File: config.mk
export PLATFORM = sky130hd
export DESIGN_NAME = pose_rate_estimator_unit
export DESIGN_NICKNAME = d
export VERILOG_FILES = /design/src/hw/rtl/pre_pkg.sv /design/src/hw/rtl/pre_mul.sv /design/src/hw/rtl/pre_div.sv /design/src/hw/rtl/pose_rate_estimator_unit.sv
export SDC_FILE = /design/constraint.sdc
export NUM_CORES = 2
export LEC_CHECK = 0
export CORE_UTILIZATION = 40
export CTS_CLUSTER_SIZE = 12
export DETAILED_ROUTE_END_ITERATION = 8
export DONT_BUFFER_PORTS = 1
export PLACE_DENSITY = 0.65
export SYNTH_ARGS = -nofsm -noshare
export SYNTH_HDL_FRONTEND = slang
export SYNTH_SLANG_ARGS = --single-unit
File: constraint.sdc
create_clock -name clk -period 20.7 [get_ports clk]
set_clock_uncertainty 0.15 [all_clocks]
set_input_delay 5.175 -clock clk [delete_from_list [all_inputs] [get_ports clk]]
set_output_delay 5.175 -clock clk [all_outputs]
set_load 0.01 [all_outputs]
File: src/hw/rtl/pre_pkg.sv
package pre_pkg;

    // Field and datapath widths
    localparam int POS_W    = 32;
    localparam int QUAT_W   = 16;
    localparam int DT_W     = 20;
    localparam int GAIN_W   = 16;
    localparam int OUT_W    = 32;
    localparam int DIFF_W   = 34;
    localparam int MUL_W    = 70;
    localparam int MUL_B_W  = 20;
    localparam int LEN_W    = 5;
    localparam int ACC_W    = 50;
    localparam int QUOT_W   = 34;
    localparam int DIV_NUM_W = 52;
    localparam int TERM_W   = 33;

    localparam int IN_TDATA_W  = 184;
    localparam int OUT_TDATA_W = 192;

    localparam int NUM_CH   = 7;
    localparam int CH_W     = 3;

    // Microseconds per second, the scale of the differenced term
    localparam logic [MUL_B_W-1:0] US_PER_S = MUL_B_W'(1000000);

    // Configuration register indexes
    localparam logic [2:0] REG_XY_GAIN_NEW  = 3'd0;
    localparam logic [2:0] REG_XY_GAIN_OLD  = 3'd1;
    localparam logic [2:0] REG_Z_GAIN_NEW   = 3'd2;
    localparam logic [2:0] REG_Z_GAIN_OLD   = 3'd3;
    localparam logic [2:0] REG_ROT_GAIN_NEW = 3'd4;
    localparam logic [2:0] REG_ROT_GAIN_OLD = 3'd5;
    localparam logic [2:0] REG_MIN_INTERVAL = 3'd6;

    localparam logic [GAIN_W-1:0] GAIN_NEW_RST = GAIN_W'(58982);
    localparam logic [GAIN_W-1:0] GAIN_OLD_RST = GAIN_W'(6554);
    localparam logic [DT_W-1:0]   MIN_INTERVAL_RST = DT_W'(100);

    // Request to the shift-add multiplier
    typedef struct packed {
        logic             start;
        logic [LEN_W-1:0] len;
    } mul_ctl_t;

    // One entry of the rate matrix W(q): negate flag and quaternion index
    typedef struct packed {
        logic       neg;
        logic [1:0] idx;
    } w_ent_t;

    function automatic w_ent_t w_entry(input logic [1:0] row, input logic [1:0] col);
        w_ent_t e;
        case ({row, col})
            4'b00_00: e = '{neg: 1'b1, idx: 2'd1};
            4'b00_01: e = '{neg: 1'b0, idx: 2'd0};
            4'b00_10: e = '{neg: 1'b1, idx: 2'd3};
            4'b00_11: e = '{neg: 1'b0, idx: 2'd2};
            4'b01_00: e = '{neg: 1'b1, idx: 2'd2};
            4'b01_01: e = '{neg: 1'b0, idx: 2'd3};
            4'b01_10: e = '{neg: 1'b0, idx: 2'd0};
            4'b01_11: e = '{neg: 1'b1, idx: 2'd1};
            4'b10_00: e = '{neg: 1'b1, idx: 2'd3};
            4'b10_01: e = '{neg: 1'b1, idx: 2'd2};
            4'b10_10: e = '{neg: 1'b0, idx: 2'd1};
            4'b10_11: e = '{neg: 1'b0, idx: 2'd0};
            default:  e = '{neg: 1'b0, idx: 2'd0};
        endcase
        return e;
    endfunction

    // Arithmetic shift right that rounds toward zero
    function automatic logic signed [MUL_W-1:0] trunc_shr(
        input logic signed [MUL_W-1:0] x,
        input int unsigned             sh
    );
        logic signed [MUL_W-1:0] bias;
        bias = x[MUL_W-1] ? ((MUL_W'(1) << sh) - MUL_W'(1)) : '0;
        return (x + bias) >>> sh;
    endfunction

    // Clamp to 32-bit signed
    function automatic logic [OUT_W-1:0] sat32(input logic signed [MUL_W-1:0] x);
        logic fits;
        fits = (x[MUL_W-1:OUT_W-1] == '0) || (x[MUL_W-1:OUT_W-1] == '1);
        if (fits)
            return x[OUT_W-1:0];
        else if (x[MUL_W-1])
            return {1'b1, {(OUT_W-1){1'b0}}};
        else
            return {1'b0, {(OUT_W-1){1'b1}}};
    endfunction

endpackage

File: src/hw/rtl/pre_mul.sv
// Shift-add multiplier: one multiplier bit per cycle, LSB first.
module pre_mul (
    input  logic                                 clk,
    input  logic                                 rst_n,
    input  pre_pkg::mul_ctl_t                    ctl,
    input  logic signed [pre_pkg::MUL_W-1:0]     a,
    input  logic [pre_pkg::MUL_B_W-1:0]          b,
    output logic                                 busy,
    output logic signed [pre_pkg::MUL_W-1:0]     prod
);

    logic                                busy_reg;
    logic [pre_pkg::LEN_W-1:0]           cnt_reg;
    logic signed [pre_pkg::MUL_W-1:0]    acc_reg;
    logic signed [pre_pkg::MUL_W-1:0]    a_sh_reg;
    logic [pre_pkg::MUL_B_W-1:0]         b_sh_reg;

    always_ff @(posedge clk or negedge rst_n)
    begin
        if (!rst_n)
        begin
            busy_reg <= 1'b0;
            cnt_reg  <= '0;
        end
        else if (ctl.start)
        begin
            busy_reg <= 1'b1;
            cnt_reg  <= ctl.len;
        end
        else if (busy_reg)
        begin
            cnt_reg <= cnt_reg - pre_pkg::LEN_W'(1);
            if (cnt_reg == pre_pkg::LEN_W'(1))
                busy_reg <= 1'b0;
        end
    end

    always_ff @(posedge clk)
    begin
        if (ctl.start)
        begin
            acc_reg  <= '0;
            a_sh_reg <= a;
            b_sh_reg <= b;
        end
        else if (busy_reg)
        begin
            // add the shifted multiplicand where the multiplier bit is set
            if (b_sh_reg[0])
                acc_reg <= acc_reg + a_sh_reg;
            a_sh_reg <= a_sh_reg <<< 1;
            b_sh_reg <= b_sh_reg >> 1;
        end
    end

    assign busy = busy_reg;
    assign prod = acc_reg;

endmodule

File: src/hw/rtl/pre_div.sv
// Restoring divider: one quotient bit per cycle, quotient clamped to all ones.
module pre_div (
    input  logic                              clk,
    input  logic                              rst_n,
    input  logic                              start,
    input  logic [pre_pkg::DIV_NUM_W-1:0]     num,
    input  logic [pre_pkg::DT_W-1:0]          den,
    output logic                              busy,
    output logic [pre_pkg::QUOT_W-1:0]        quot
);

    logic                             busy_reg;
    logic [5:0]                       cnt_reg;
    logic [pre_pkg::DT_W-1:0]         rem_reg;
    logic [pre_pkg::QUOT_W-1:0]       work_reg;

    logic [pre_pkg::DT_W:0]           trial;
    logic                             ge;
    logic [pre_pkg::DT_W:0]           diff;
    logic                             ovf;

    assign ovf   = pre_pkg::DT_W'(num[pre_pkg::DIV_NUM_W-1:pre_pkg::QUOT_W]) >= den;
    assign trial = {rem_reg, work_reg[pre_pkg::QUOT_W-1]};
    assign ge    = trial >= {1'b0, den};
    assign diff  = trial - {1'b0, den};

    always_ff @(posedge clk or negedge rst_n)
    begin
        if (!rst_n)
        begin
            busy_reg <= 1'b0;
            cnt_reg  <= '0;
        end
        else if (start)
        begin
            busy_reg <= !ovf;
            cnt_reg  <= 6'(pre_pkg::QUOT_W);
        end
        else if (busy_reg)
        begin
            cnt_reg <= cnt_reg - 6'd1;
            if (cnt_reg == 6'd1)
                busy_reg <= 1'b0;
        end
    end

    always_ff @(posedge clk)
    begin
        if (start)
        begin
            rem_reg  <= pre_pkg::DT_W'(num[pre_pkg::DIV_NUM_W-1:pre_pkg::QUOT_W]);
            // on overflow the result saturates downstream anyway
            work_reg <= ovf ? '1 : num[pre_pkg::QUOT_W-1:0];
        end
        else if (busy_reg)
        begin
            rem_reg  <= ge ? diff[pre_pkg::DT_W-1:0] : trial[pre_pkg::DT_W-1:0];
            work_reg <= {work_reg[pre_pkg::QUOT_W-2:0], ge};
        end
    end

    assign busy = busy_reg;
    assign quot = work_reg;

endmodule

File: src/hw/rtl/pose_rate_estimator_unit.sv
// One item at a time: s_tready is high only in the idle state, and a stalled output holds
// the unit in its output state. A divide whose quotient overflows is skipped and clamps it.
// A running channel takes a 16-bit and a 20-bit shift-add pass, a 34-step divide and a
// 16-bit pass; the body rate takes twelve 16-bit passes.
// Reset (rst_n, async low) clears control, stored rates, first-sample flag; loads defaults.
module pose_rate_estimator_unit (
    input  logic                                   clk,
    input  logic                                   rst_n,
    // pos_x, pos_y, pos_z, quat_w, quat_x, quat_y, quat_z, interval_us, 4 pad bits
    input  logic [pre_pkg::IN_TDATA_W-1:0]         s_tdata,
    input  logic                                   s_tvalid,
    output logic                                   s_tready,
    // vel_x, vel_y, vel_z, rate_x, rate_y, rate_z
    output logic [pre_pkg::OUT_TDATA_W-1:0]        m_tdata,
    output logic                                   m_tvalid,
    input  logic                                   m_tready,
    input  logic                                   cfg_wr_en,
    input  logic [2:0]                             cfg_index,
    input  logic [pre_pkg::DT_W-1:0]               cfg_data
);

    localparam logic [3:0] S_IDLE   = 4'd0;
    localparam logic [3:0] S_CH     = 4'd1;
    localparam logic [3:0] S_MUL1   = 4'd2;
    localparam logic [3:0] S_MUL2   = 4'd3;
    localparam logic [3:0] S_DIV    = 4'd4;
    localparam logic [3:0] S_MUL3   = 4'd5;
    localparam logic [3:0] S_SUM    = 4'd6;
    localparam logic [3:0] S_RSTART = 4'd7;
    localparam logic [3:0] S_RMUL   = 4'd8;
    localparam logic [3:0] S_RFIN   = 4'd9;
    localparam logic [3:0] S_OUT    = 4'd10;

    localparam int MW = pre_pkg::MUL_W;

    // Configuration registers
    logic [pre_pkg::GAIN_W-1:0] xy_gain_new_reg, xy_gain_old_reg;
    logic [pre_pkg::GAIN_W-1:0] z_gain_new_reg, z_gain_old_reg;
    logic [pre_pkg::GAIN_W-1:0] rot_gain_new_reg, rot_gain_old_reg;
    logic [pre_pkg::DT_W-1:0]   min_interval_reg;

    always_ff @(posedge clk or negedge rst_n)
    begin
        if (!rst_n)
        begin
            xy_gain_new_reg  <= pre_pkg::GAIN_NEW_RST;
            xy_gain_old_reg  <= pre_pkg::GAIN_OLD_RST;
            z_gain_new_reg   <= pre_pkg::GAIN_NEW_RST;
            z_gain_old_reg   <= pre_pkg::GAIN_OLD_RST;
            rot_gain_new_reg <= pre_pkg::GAIN_NEW_RST;
            rot_gain_old_reg <= pre_pkg::GAIN_OLD_RST;
            min_interval_reg <= pre_pkg::MIN_INTERVAL_RST;
        end
        else if (cfg_wr_en)
        begin
            unique case (cfg_index)
                pre_pkg::REG_XY_GAIN_NEW:  xy_gain_new_reg  <= cfg_data[pre_pkg::GAIN_W-1:0];
                pre_pkg::REG_XY_GAIN_OLD:  xy_gain_old_reg  <= cfg_data[pre_pkg::GAIN_W-1:0];
                pre_pkg::REG_Z_GAIN_NEW:   z_gain_new_reg   <= cfg_data[pre_pkg::GAIN_W-1:0];
                pre_pkg::REG_Z_GAIN_OLD:   z_gain_old_reg   <= cfg_data[pre_pkg::GAIN_W-1:0];
                pre_pkg::REG_ROT_GAIN_NEW: rot_gain_new_reg <= cfg_data[pre_pkg::GAIN_W-1:0];
                pre_pkg::REG_ROT_GAIN_OLD: rot_gain_old_reg <= cfg_data[pre_pkg::GAIN_W-1:0];
                pre_pkg::REG_MIN_INTERVAL: min_interval_reg <= cfg_data;
                default: ;  // writes past the register list are dropped
            endcase
        end
    end

    // Control state
    logic [3:0]               state_reg, state_next;
    logic [pre_pkg::CH_W-1:0] k_reg;
    logic [1:0]               i_reg, j_reg;
    logic                     seen_first_reg;
    logic                     first_reg, run_reg;
    logic                     m_tvalid_reg;

    // Latched item and history
    logic signed [pre_pkg::POS_W-1:0]  pos_reg [3];
    logic signed [pre_pkg::QUAT_W-1:0] q_reg [4];
    logic [pre_pkg::DT_W-1:0]          dt_reg;
    logic signed [pre_pkg::POS_W-1:0]  last_pos_reg [3];
    logic signed [pre_pkg::QUAT_W-1:0] last_q_reg [4];
    // channels 0..2 are velocities, 3..6 quaternion rates w,x,y,z
    logic signed [pre_pkg::OUT_W-1:0]  last_rate_reg [pre_pkg::NUM_CH];
    logic signed [pre_pkg::OUT_W-1:0]  new_rate_reg [pre_pkg::NUM_CH];

    // Per-channel working values
    logic                              neg_reg;
    logic [pre_pkg::QUOT_W-1:0]        res_reg;
    logic signed [pre_pkg::TERM_W-1:0] old_term_reg;
    logic signed [pre_pkg::ACC_W-1:0]  acc_reg;
    logic signed [pre_pkg::OUT_W-1:0]  body_rate_reg [3];

    // Output register
    logic [pre_pkg::OUT_W-1:0] out_vel_reg [3];
    logic [pre_pkg::OUT_W-1:0] out_rate_reg [3];

    // Multiplier and divider
    pre_pkg::mul_ctl_t          mul_ctl;
    logic signed [MW-1:0]       mul_a;
    logic [pre_pkg::MUL_B_W-1:0] mul_b;
    logic                       mul_busy;
    logic signed [MW-1:0]       mul_prod;
    logic                       div_start;
    logic                       div_busy;
    logic [pre_pkg::QUOT_W-1:0] div_quot;

    pre_mul u_mul (
        .clk   (clk),
        .rst_n (rst_n),
        .ctl   (mul_ctl),
        .a     (mul_a),
        .b     (mul_b),
        .busy  (mul_busy),
        .prod  (mul_prod)
    );

    pre_div u_div (
        .clk   (clk),
        .rst_n (rst_n),
        .start (div_start),
        .num   (mul_prod[pre_pkg::DIV_NUM_W+15:16]),
        .den   (dt_reg),
        .busy  (div_busy),
        .quot  (div_quot)
    );

    // Difference of the current channel: position, or quaternion scaled to Q16.16
    logic signed [pre_pkg::QUAT_W-1:0] lq_w, lq_k, q_k;
    logic                              flip;
    logic signed [pre_pkg::QUAT_W+1:0] q_adj, q_d;
    logic signed [pre_pkg::DIFF_W-1:0] diff_k;
    logic [1:0]                        qi;
    logic [pre_pkg::GAIN_W-1:0]        gain_new_k, gain_old_k;
    logic signed [MW-1:0]              abs_prod;

    assign qi    = 2'(k_reg - pre_pkg::CH_W'(3));
    assign lq_w  = first_reg ? q_reg[0] : last_q_reg[0];
    assign lq_k  = first_reg ? q_reg[qi] : last_q_reg[qi];
    assign q_k   = q_reg[qi];
    // negate the current quaternion when w changes sign; zero never flips
    assign flip  = (q_reg[0] != '0) && (lq_w != '0) && (q_reg[0][15] != lq_w[15]);
    assign q_adj = flip ? -(pre_pkg::QUAT_W+2)'(q_k) : (pre_pkg::QUAT_W+2)'(q_k);
    assign q_d   = q_adj - (pre_pkg::QUAT_W+2)'(lq_k);

    always_comb
    begin
        if (k_reg < pre_pkg::CH_W'(3))
            diff_k = pre_pkg::DIFF_W'(pos_reg[k_reg[1:0]])
                   - pre_pkg::DIFF_W'(last_pos_reg[k_reg[1:0]]);
        else
            diff_k = pre_pkg::DIFF_W'(q_d) <<< 2;
    end

    always_comb
    begin
        if (k_reg < pre_pkg::CH_W'(2))
        begin
            gain_new_k = xy_gain_new_reg;
            gain_old_k = xy_gain_old_reg;
        end
        else if (k_reg == pre_pkg::CH_W'(2))
        begin
            gain_new_k = z_gain_new_reg;
            gain_old_k = z_gain_old_reg;
        end
        else
        begin
            gain_new_k = rot_gain_new_reg;
            gain_old_k = rot_gain_old_reg;
        end
    end

    assign abs_prod = mul_prod[MW-1] ? -mul_prod : mul_prod;

    // Body rate term: entry of W(q) times a quaternion rate
    pre_pkg::w_ent_t                   w_e;
    logic signed [pre_pkg::QUAT_W-1:0] w_q;
    logic signed [pre_pkg::QUAT_W:0]   w_q_ext;
    logic [pre_pkg::QUAT_W:0]          w_mag;
    logic                              w_neg;
    logic signed [MW-1:0]              qd_j;
    logic [pre_pkg::CH_W-1:0]          qd_idx;

    assign w_e     = pre_pkg::w_entry(i_reg, j_reg);
    assign w_q     = q_reg[w_e.idx];
    assign w_q_ext = (pre_pkg::QUAT_W+1)'(w_q);
    assign w_mag   = w_q[pre_pkg::QUAT_W-1] ? -w_q_ext : w_q_ext;
    assign w_neg   = w_e.neg ^ w_q[pre_pkg::QUAT_W-1];
    assign qd_idx  = pre_pkg::CH_W'(j_reg) + pre_pkg::CH_W'(3);
    assign qd_j    = MW'(new_rate_reg[qd_idx]);

    // Sum of the two filter terms
    logic signed [MW-1:0] res_s, sum_s, acc_s, body_s;
    assign res_s  = MW'({1'b0, res_reg});
    assign sum_s  = (neg_reg ? -res_s : res_s) + MW'(old_term_reg);
    assign acc_s  = MW'(acc_reg);
    assign body_s = pre_pkg::trunc_shr(acc_s, 13);

    logic out_free;
    assign out_free = !m_tvalid_reg || m_tready;

    // Sequencer
    always_comb
    begin
        state_next  = state_reg;
        mul_ctl     = '{start: 1'b0, len: pre_pkg::LEN_W'(16)};
        mul_a       = MW'(diff_k);
        mul_b       = pre_pkg::MUL_B_W'(gain_new_k);
        div_start   = 1'b0;
        unique case (state_reg)
            S_IDLE:
            begin
                if (s_tvalid)
                    state_next = S_CH;
            end
            S_CH:
            begin
                if ((k_reg < pre_pkg::CH_W'(3) && first_reg) || !run_reg)
                begin
                    if (k_reg == pre_pkg::CH_W'(pre_pkg::NUM_CH - 1))
                        state_next = S_RSTART;
                end
                else
                begin
                    mul_ctl.start = 1'b1;
                    state_next    = S_MUL1;
                end
            end
            S_MUL1:
            begin
                if (!mul_busy)
                begin
                    mul_ctl = '{start: 1'b1, len: pre_pkg::LEN_W'(pre_pkg::MUL_B_W)};
                    mul_a   = abs_prod;
                    mul_b   = pre_pkg::US_PER_S;
                    state_next = S_MUL2;
                end
            end
            S_MUL2:
            begin
                if (!mul_busy)
                begin
                    div_start  = 1'b1;
                    state_next = S_DIV;
                end
            end
            S_DIV:
            begin
                if (!div_busy)
                begin
                    mul_ctl.start = 1'b1;
                    mul_a         = MW'(last_rate_reg[k_reg]);
                    mul_b         = pre_pkg::MUL_B_W'(gain_old_k);
                    state_next    = S_MUL3;
                end
            end
            S_MUL3:
            begin
                if (!mul_busy)
                    state_next = S_SUM;
            end
            S_SUM:
            begin
                if (k_reg == pre_pkg::CH_W'(pre_pkg::NUM_CH - 1))
                    state_next = S_RSTART;
                else
                    state_next = S_CH;
            end
            S_RSTART:
            begin
                mul_ctl.start = 1'b1;
                mul_a         = w_neg ? -qd_j : qd_j;
                mul_b         = pre_pkg::MUL_B_W'(w_mag);
                state_next    = S_RMUL;
            end
            S_RMUL:
            begin
                if (!mul_busy)
                    state_next = (j_reg == 2'd3) ? S_RFIN : S_RSTART;
            end
            S_RFIN:
            begin
                state_next = (i_reg == 2'd2) ? S_OUT : S_RSTART;
            end
            S_OUT:
            begin
                if (out_free)
                    state_next = S_IDLE;
            end
            default:
                state_next = S_IDLE;
        endcase
    end

    assign s_tready = (state_reg == S_IDLE);

    always_ff @(posedge clk or negedge rst_n)
    begin
        if (!rst_n)
        begin
            state_reg      <= S_IDLE;
            k_reg          <= '0;
            i_reg          <= '0;
            j_reg          <= '0;
            seen_first_reg <= 1'b0;
            first_reg      <= 1'b0;
            run_reg        <= 1'b0;
            m_tvalid_reg   <= 1'b0;
            for (int n = 0; n < pre_pkg::NUM_CH; n++)
                last_rate_reg[n] <= '0;
        end
        else
        begin
            state_reg <= state_next;
            // drop the taken result unless a new one replaces it in this cycle
            if (m_tvalid_reg && m_tready && !(state_reg == S_OUT && out_free))
                m_tvalid_reg <= 1'b0;
            unique case (state_reg)
                S_IDLE:
                begin
                    if (s_tvalid)
                    begin
                        first_reg <= !seen_first_reg;
                        run_reg   <= s_tdata[179:160] > min_interval_reg;
                        k_reg     <= '0;
                        i_reg     <= '0;
                        j_reg     <= '0;
                    end
                end
                S_CH:
                begin
                    // skipped channels advance here
                    if ((k_reg < pre_pkg::CH_W'(3) && first_reg) || !run_reg)
                        k_reg <= k_reg + pre_pkg::CH_W'(1);
                end
                S_SUM:
                    k_reg <= k_reg + pre_pkg::CH_W'(1);
                S_RMUL:
                begin
                    if (!mul_busy)
                        j_reg <= j_reg + 2'd1;
                end
                S_RFIN:
                    i_reg <= i_reg + 2'd1;
                S_OUT:
                begin
                    if (out_free)
                    begin
                        m_tvalid_reg   <= 1'b1;
                        seen_first_reg <= 1'b1;
                        for (int n = 0; n < pre_pkg::NUM_CH; n++)
                            last_rate_reg[n] <= new_rate_reg[n];
                    end
                end
                default: ;
            endcase
        end
    end

    // Datapath registers
    always_ff @(posedge clk)
    begin
        case (state_reg)
            S_IDLE:
            begin
                if (s_tvalid)
                begin
                    pos_reg[0] <= s_tdata[31:0];
                    pos_reg[1] <= s_tdata[63:32];
                    pos_reg[2] <= s_tdata[95:64];
                    q_reg[0]   <= s_tdata[111:96];
                    q_reg[1]   <= s_tdata[127:112];
                    q_reg[2]   <= s_tdata[143:128];
                    q_reg[3]   <= s_tdata[159:144];
                    dt_reg     <= s_tdata[179:160];
                    acc_reg    <= '0;
                end
            end
            S_CH:
            begin
                // first sample zeroes velocity, a short interval holds the rate
                if (k_reg < pre_pkg::CH_W'(3) && first_reg)
                    new_rate_reg[k_reg] <= '0;
                else if (!run_reg)
                    new_rate_reg[k_reg] <= last_rate_reg[k_reg];
            end
            S_MUL1:
            begin
                if (!mul_busy)
                    neg_reg <= mul_prod[MW-1];
            end
            S_DIV:
            begin
                if (!div_busy)
                    res_reg <= div_quot;
            end
            S_MUL3:
            begin
                if (!mul_busy)
                    old_term_reg <= pre_pkg::TERM_W'(pre_pkg::trunc_shr(mul_prod, 16));
            end
            S_SUM:
                new_rate_reg[k_reg] <= pre_pkg::sat32(sum_s);
            S_RMUL:
            begin
                if (!mul_busy)
                    acc_reg <= acc_reg + pre_pkg::ACC_W'(mul_prod);
            end
            S_RFIN:
            begin
                body_rate_reg[i_reg] <= pre_pkg::sat32(body_s);
                acc_reg              <= '0;
            end
            S_OUT:
            begin
                if (out_free)
                begin
                    for (int n = 0; n < 3; n++)
                    begin
                        out_vel_reg[n]  <= new_rate_reg[n];
                        out_rate_reg[n] <= body_rate_reg[n];
                        last_pos_reg[n] <= pos_reg[n];
                    end
                    for (int n = 0; n < 4; n++)
                        last_q_reg[n] <= q_reg[n];
                end
            end
            default: ;
        endcase
    end

    assign m_tvalid = m_tvalid_reg;
    assign m_tdata  = {out_rate_reg[2], out_rate_reg[1], out_rate_reg[0],
                       out_vel_reg[2], out_vel_reg[1], out_vel_reg[0]};

    // The multiplier never takes a new request while it is still shifting
    assert property (@(posedge clk) disable iff (!rst_n) mul_ctl.start |-> !mul_busy)
        else $error("multiplier restarted while busy");

    // The divider is launched only when idle
    assert property (@(posedge clk) disable iff (!rst_n) div_start |-> !div_busy)
        else $error("divider restarted while busy");

    // An accepted item starts the channel sweep in the next cycle
    assert property (@(posedge clk) disable iff (!rst_n)
        (s_tvalid && s_tready) |=> (state_reg == S_CH))
        else $error("accepted item did not start processing");

    // A new result appears only out of the output stage
    assert property (@(posedge clk) disable iff (!rst_n)
        $rose(m_tvalid) |-> ($past(state_reg) == S_OUT))
        else $error("result raised outside the output stage");

endmodule
==> qor.yml <==
clock_tree:
  cts-htree-levels: 4
  worstSkewPairLatency_ns: 0.85
  clk_transition_reported_paths_ns: 0.06
  cts_tree: "built"
  clockBufferDepth: 3
  cts.sinks: 1584
  postCtsResizedCells: 0
  ctsRootBufferMaster: "clkbuf_16"
  cts.hold.buffers_added: 0
  cts_setup_buffers: 0
  cts_made_buffers: 170
synth:
  netlist_area_um2: 82400
  yosys_warnings: 0
  synth.largest_area_cell: "edfxtp_1"
  synth_edf_count: 1144
  netlist_top_cells_area: "edfxtp_1, dfrtp_1, nand2_1"
  synthCells: 7333
  ys_seq_area_share_pct: 54.7
  async_reset_ff_share_pct: 23.2
  ys_ff_latch: 1584
  syn-num-nets: 7893
  synth_cell_types: 93
  synth.top_cell.area_share_pct: 41.7
  synth_top_flop_cell: "edfxtp_1"
  syn_avg_cell_area_um2: 11.2
layout:
  largest_reg_flops: 256
  drive_above_1_share_pct: 10.6
  final_cell_mix: "nand2_1, edfxtp_1, a21oi_1, nor2_1, o21ai_0"
  syn_to_final_growth_pct: 9.99
  num-fill-cells: 18741
  fin_nets: 7780
  utilization_pct: 44.3
  layout_commonest_cell: "nand2_1"
status:
  status: "finished with violations"
  violations: "max-slew violations"
floorplan:
  dieArea_um2: 208000
  die_h_um: 456
  coreArea_um2: 205000
  ioPinCount: 406
  initial_utilization_pct: 40.3
  rows: 166
  die_w_um: 456
detailed_routing:
  drt-total-wl_um: 240000
  ant_nets: 0
  wl_per_cell_um: 23.9
  first_pass_iters: 7
  drt-initial-drc-count: 5827
  drc_errors: 0
  via_per_inst: 5.83
  vias: 58600
hold_path:
  min_path_type: "register to register"
  min_to: "out_rate_reg[0][66]$_DFFE_PP_"
  hold_depth: 0
  min-delay-start: "body_rate_reg[2][2]$_DFFE_PP_"
power:
  p_per_area_nw_per_um2: 71.9
  peakVddDrop_v: 0.0000814
  total_power_mw: 6.52
  total_leakage_power_nw: 34.2
worst_setup_path:
  start_kind: "register"
  r2r-start: "res_reg[13]$_DFFE_PP_"
  crit_type: "register to register"
  worstPathArrival_ns: 10.26
  path_max_fanout: 22
  cpLargestDelayFamily: "simple AND/OR/NAND/NOR gates"
  cp_slowest_cell: "a2111oi_0"
  timing.critical_path.buf_inv: 1
  crit_required_ns: 21.03
  reg2reg_depth: 24
  slowest_delay_ns: 0.95
  r2r_slack_ns: 10.77
  r2r-end: "new_rate_reg[5][10]$_DFFE_PP_"
  cp_cell_sequence: "or3_1 > or3_1 > or3_1 > or3_1 > or3_1 > nor4_1 > nand2b_1 > o31ai_1 > xnor2_1 > ha_1 > nand2_1 > o21ai_0 > a221oi_1 > nand3b_1 > a2111oi_0 > o31ai_1 > xor2_1 > nand2b_1 > a2111oi_0 > nand2_1 > nor2_1 > or3_1 > buf_4 > o221ai_2"
  end_kind: "register"
  cpMostUsedCell: "or3_1"
grt:
  use_met2_pct: 37.5
  grt.busiest_layer: "met2"
  globalRouteMet1Util_pct: 28.9
  grt_max_degree: 369
  grt_first_pass_wirelength_um: 359000
  grt_pass1_vias: 56936
  grt.overflow.total: 0
  grt_usage_pct: 22.6
  antenna_found_initial: 17
  met3_usage_pct: 4.29
place:
  hpwl_um: 172000
  gp_congestion: 0.954
  io_buffers: 0
timing:
  finalCritPeriodShare_pct: 48.0
  setup-violations-final: 0
  timing.fmax_mhz: 101
  rsz0062_at_grt: "no"
  slew_headroom_pct: -67.5
  slew_viol_final: 255
  period_minus_slack_ns: 9.93
  worst_pin_slew_ns: 2.51
  hold_viol: 0
  tns_ns: 0
run:
  maxCapViolCount: 0
## synth_stat cells (60+ instances only)
master    instances
a31oi_1          72
dfrtp_1         317
nand3_1          93
nand2b_1         60
dfxtp_1          72
clkbuf_1        333
xnor2_1         275
xor2_1          161
nand2_1        1230
nor3_1           96
a221oi_1         60
nand4_1          63
a21o_1          123
nor2_1          503
edfxtp_1       1144
ha_1            342
a21oi_1         519
mux4_2          119
inv_1           154
mux2i_1         149
mux2_2          157
o21ai_0         346
## power by group
part	total (mW)	switching [mW]	internal (mW)
registers	3.46	0.0257	3.44
clock network	2.94	1.29	1.65
logic	0.110	0.0477	0.0622
total	6.52	1.37	5.15
## per-layer routing
layer / up-vias / part of all wire, %
li1: 26871 / -
met3: 437 / 7.5
met5: - / 0.044
met2: 2249 / 48
met1: 29025 / 41
met4: 18 / 4.1
## cells by family (layout without fill, tap and decap cells)
group / after synthesis / count (layout) / share of synthesized area, %
AND/OR/NAND/NOR: 2346 / 2346 / 12.4
XOR/XNOR: 436 / 436 / 4.63
flip-flops: 1584 / 1584 / 54.7
buffers and inverters: 544 / 561 / 2.54
adder cells (fa/ha/maj): 348 / 348 / 5.34
AO/OA/AOI/OAI: 1650 / 1650 / 13.2
multiplexers: 425 / 425 / 7.20
other: 0 / 7 / 0
## worst reg2reg max path: stages (launching register included)
cell and delay, ns:
edfxtp_1 0.43, or3_1 0.40, or3_1 0.35, or3_1 0.37, or3_1 0.35, or3_1 0.37
nor4_1 0.25, nand2b_1 0.64, o31ai_1 0.50, xnor2_1 0.17, ha_1 0.36, nand2_1 0.19
o21ai_0 0.23, a221oi_1 0.55, nand3b_1 0.20, a2111oi_0 0.95, o31ai_1 0.26, xor2_1 0.23
nand2b_1 0.17, a2111oi_0 0.34, nand2_1 0.13, nor2_1 0.62, or3_1 0.53, buf_4 0.47
o221ai_2 0.37
## worst max path at each step
stage,startpoint,endpoint,slack (ns),depth (start not counted)
2_1_floorplan,m_tready,last_pos_reg[0][0]$_DFFE_PP_,4.19,5
3_3_place_gp,m_tready,last_pos_reg[0][15]$_DFFE_PP_,10.87,6
3_5_place_dp,m_tready,last_pos_reg[1][20]$_DFFE_PP_,10.73,6
4_1_cts,res_reg[13]$_DFFE_PP_,new_rate_reg[5][10]$_DFFE_PP_,10.93,24
5_1_grt,res_reg[13]$_DFFE_PP_,new_rate_reg[5][10]$_DFFE_PP_,10.21,24
6_report,res_reg[13]$_DFFE_PP_,new_rate_reg[5][10]$_DFFE_PP_,10.77,24
## per-stage QoR
step           cells  hold slack [ns]  setup WS [ns]  area [µm²]
2_1_floorplan   7333            0.250           4.19       82400
3_3_place_gp    9736            0.252          10.87       85300
3_5_place_dp    9736            0.255          10.73       85300
4_1_cts        10038            0.267          10.93       90700
5_1_grt        10041            0.270          10.21       90700
6_report       10045            0.264          10.77       90700
## layout make-up
type                       instances  area [µm²]  share of cell area (%)
timing repair buffer             101         758                   0.836
multi-input combinational       5205       35500                    39.2
antenna                            7        17.5                  0.0193
inverter                         158         608                   0.671
sequential                      1584       45100                    49.7
clock inverter                    64         664                   0.733
tap                             2688        3360                    3.71
clock buffer                     238        4680                    5.16
Note: power is estimated with default switching activity, not from simulation.
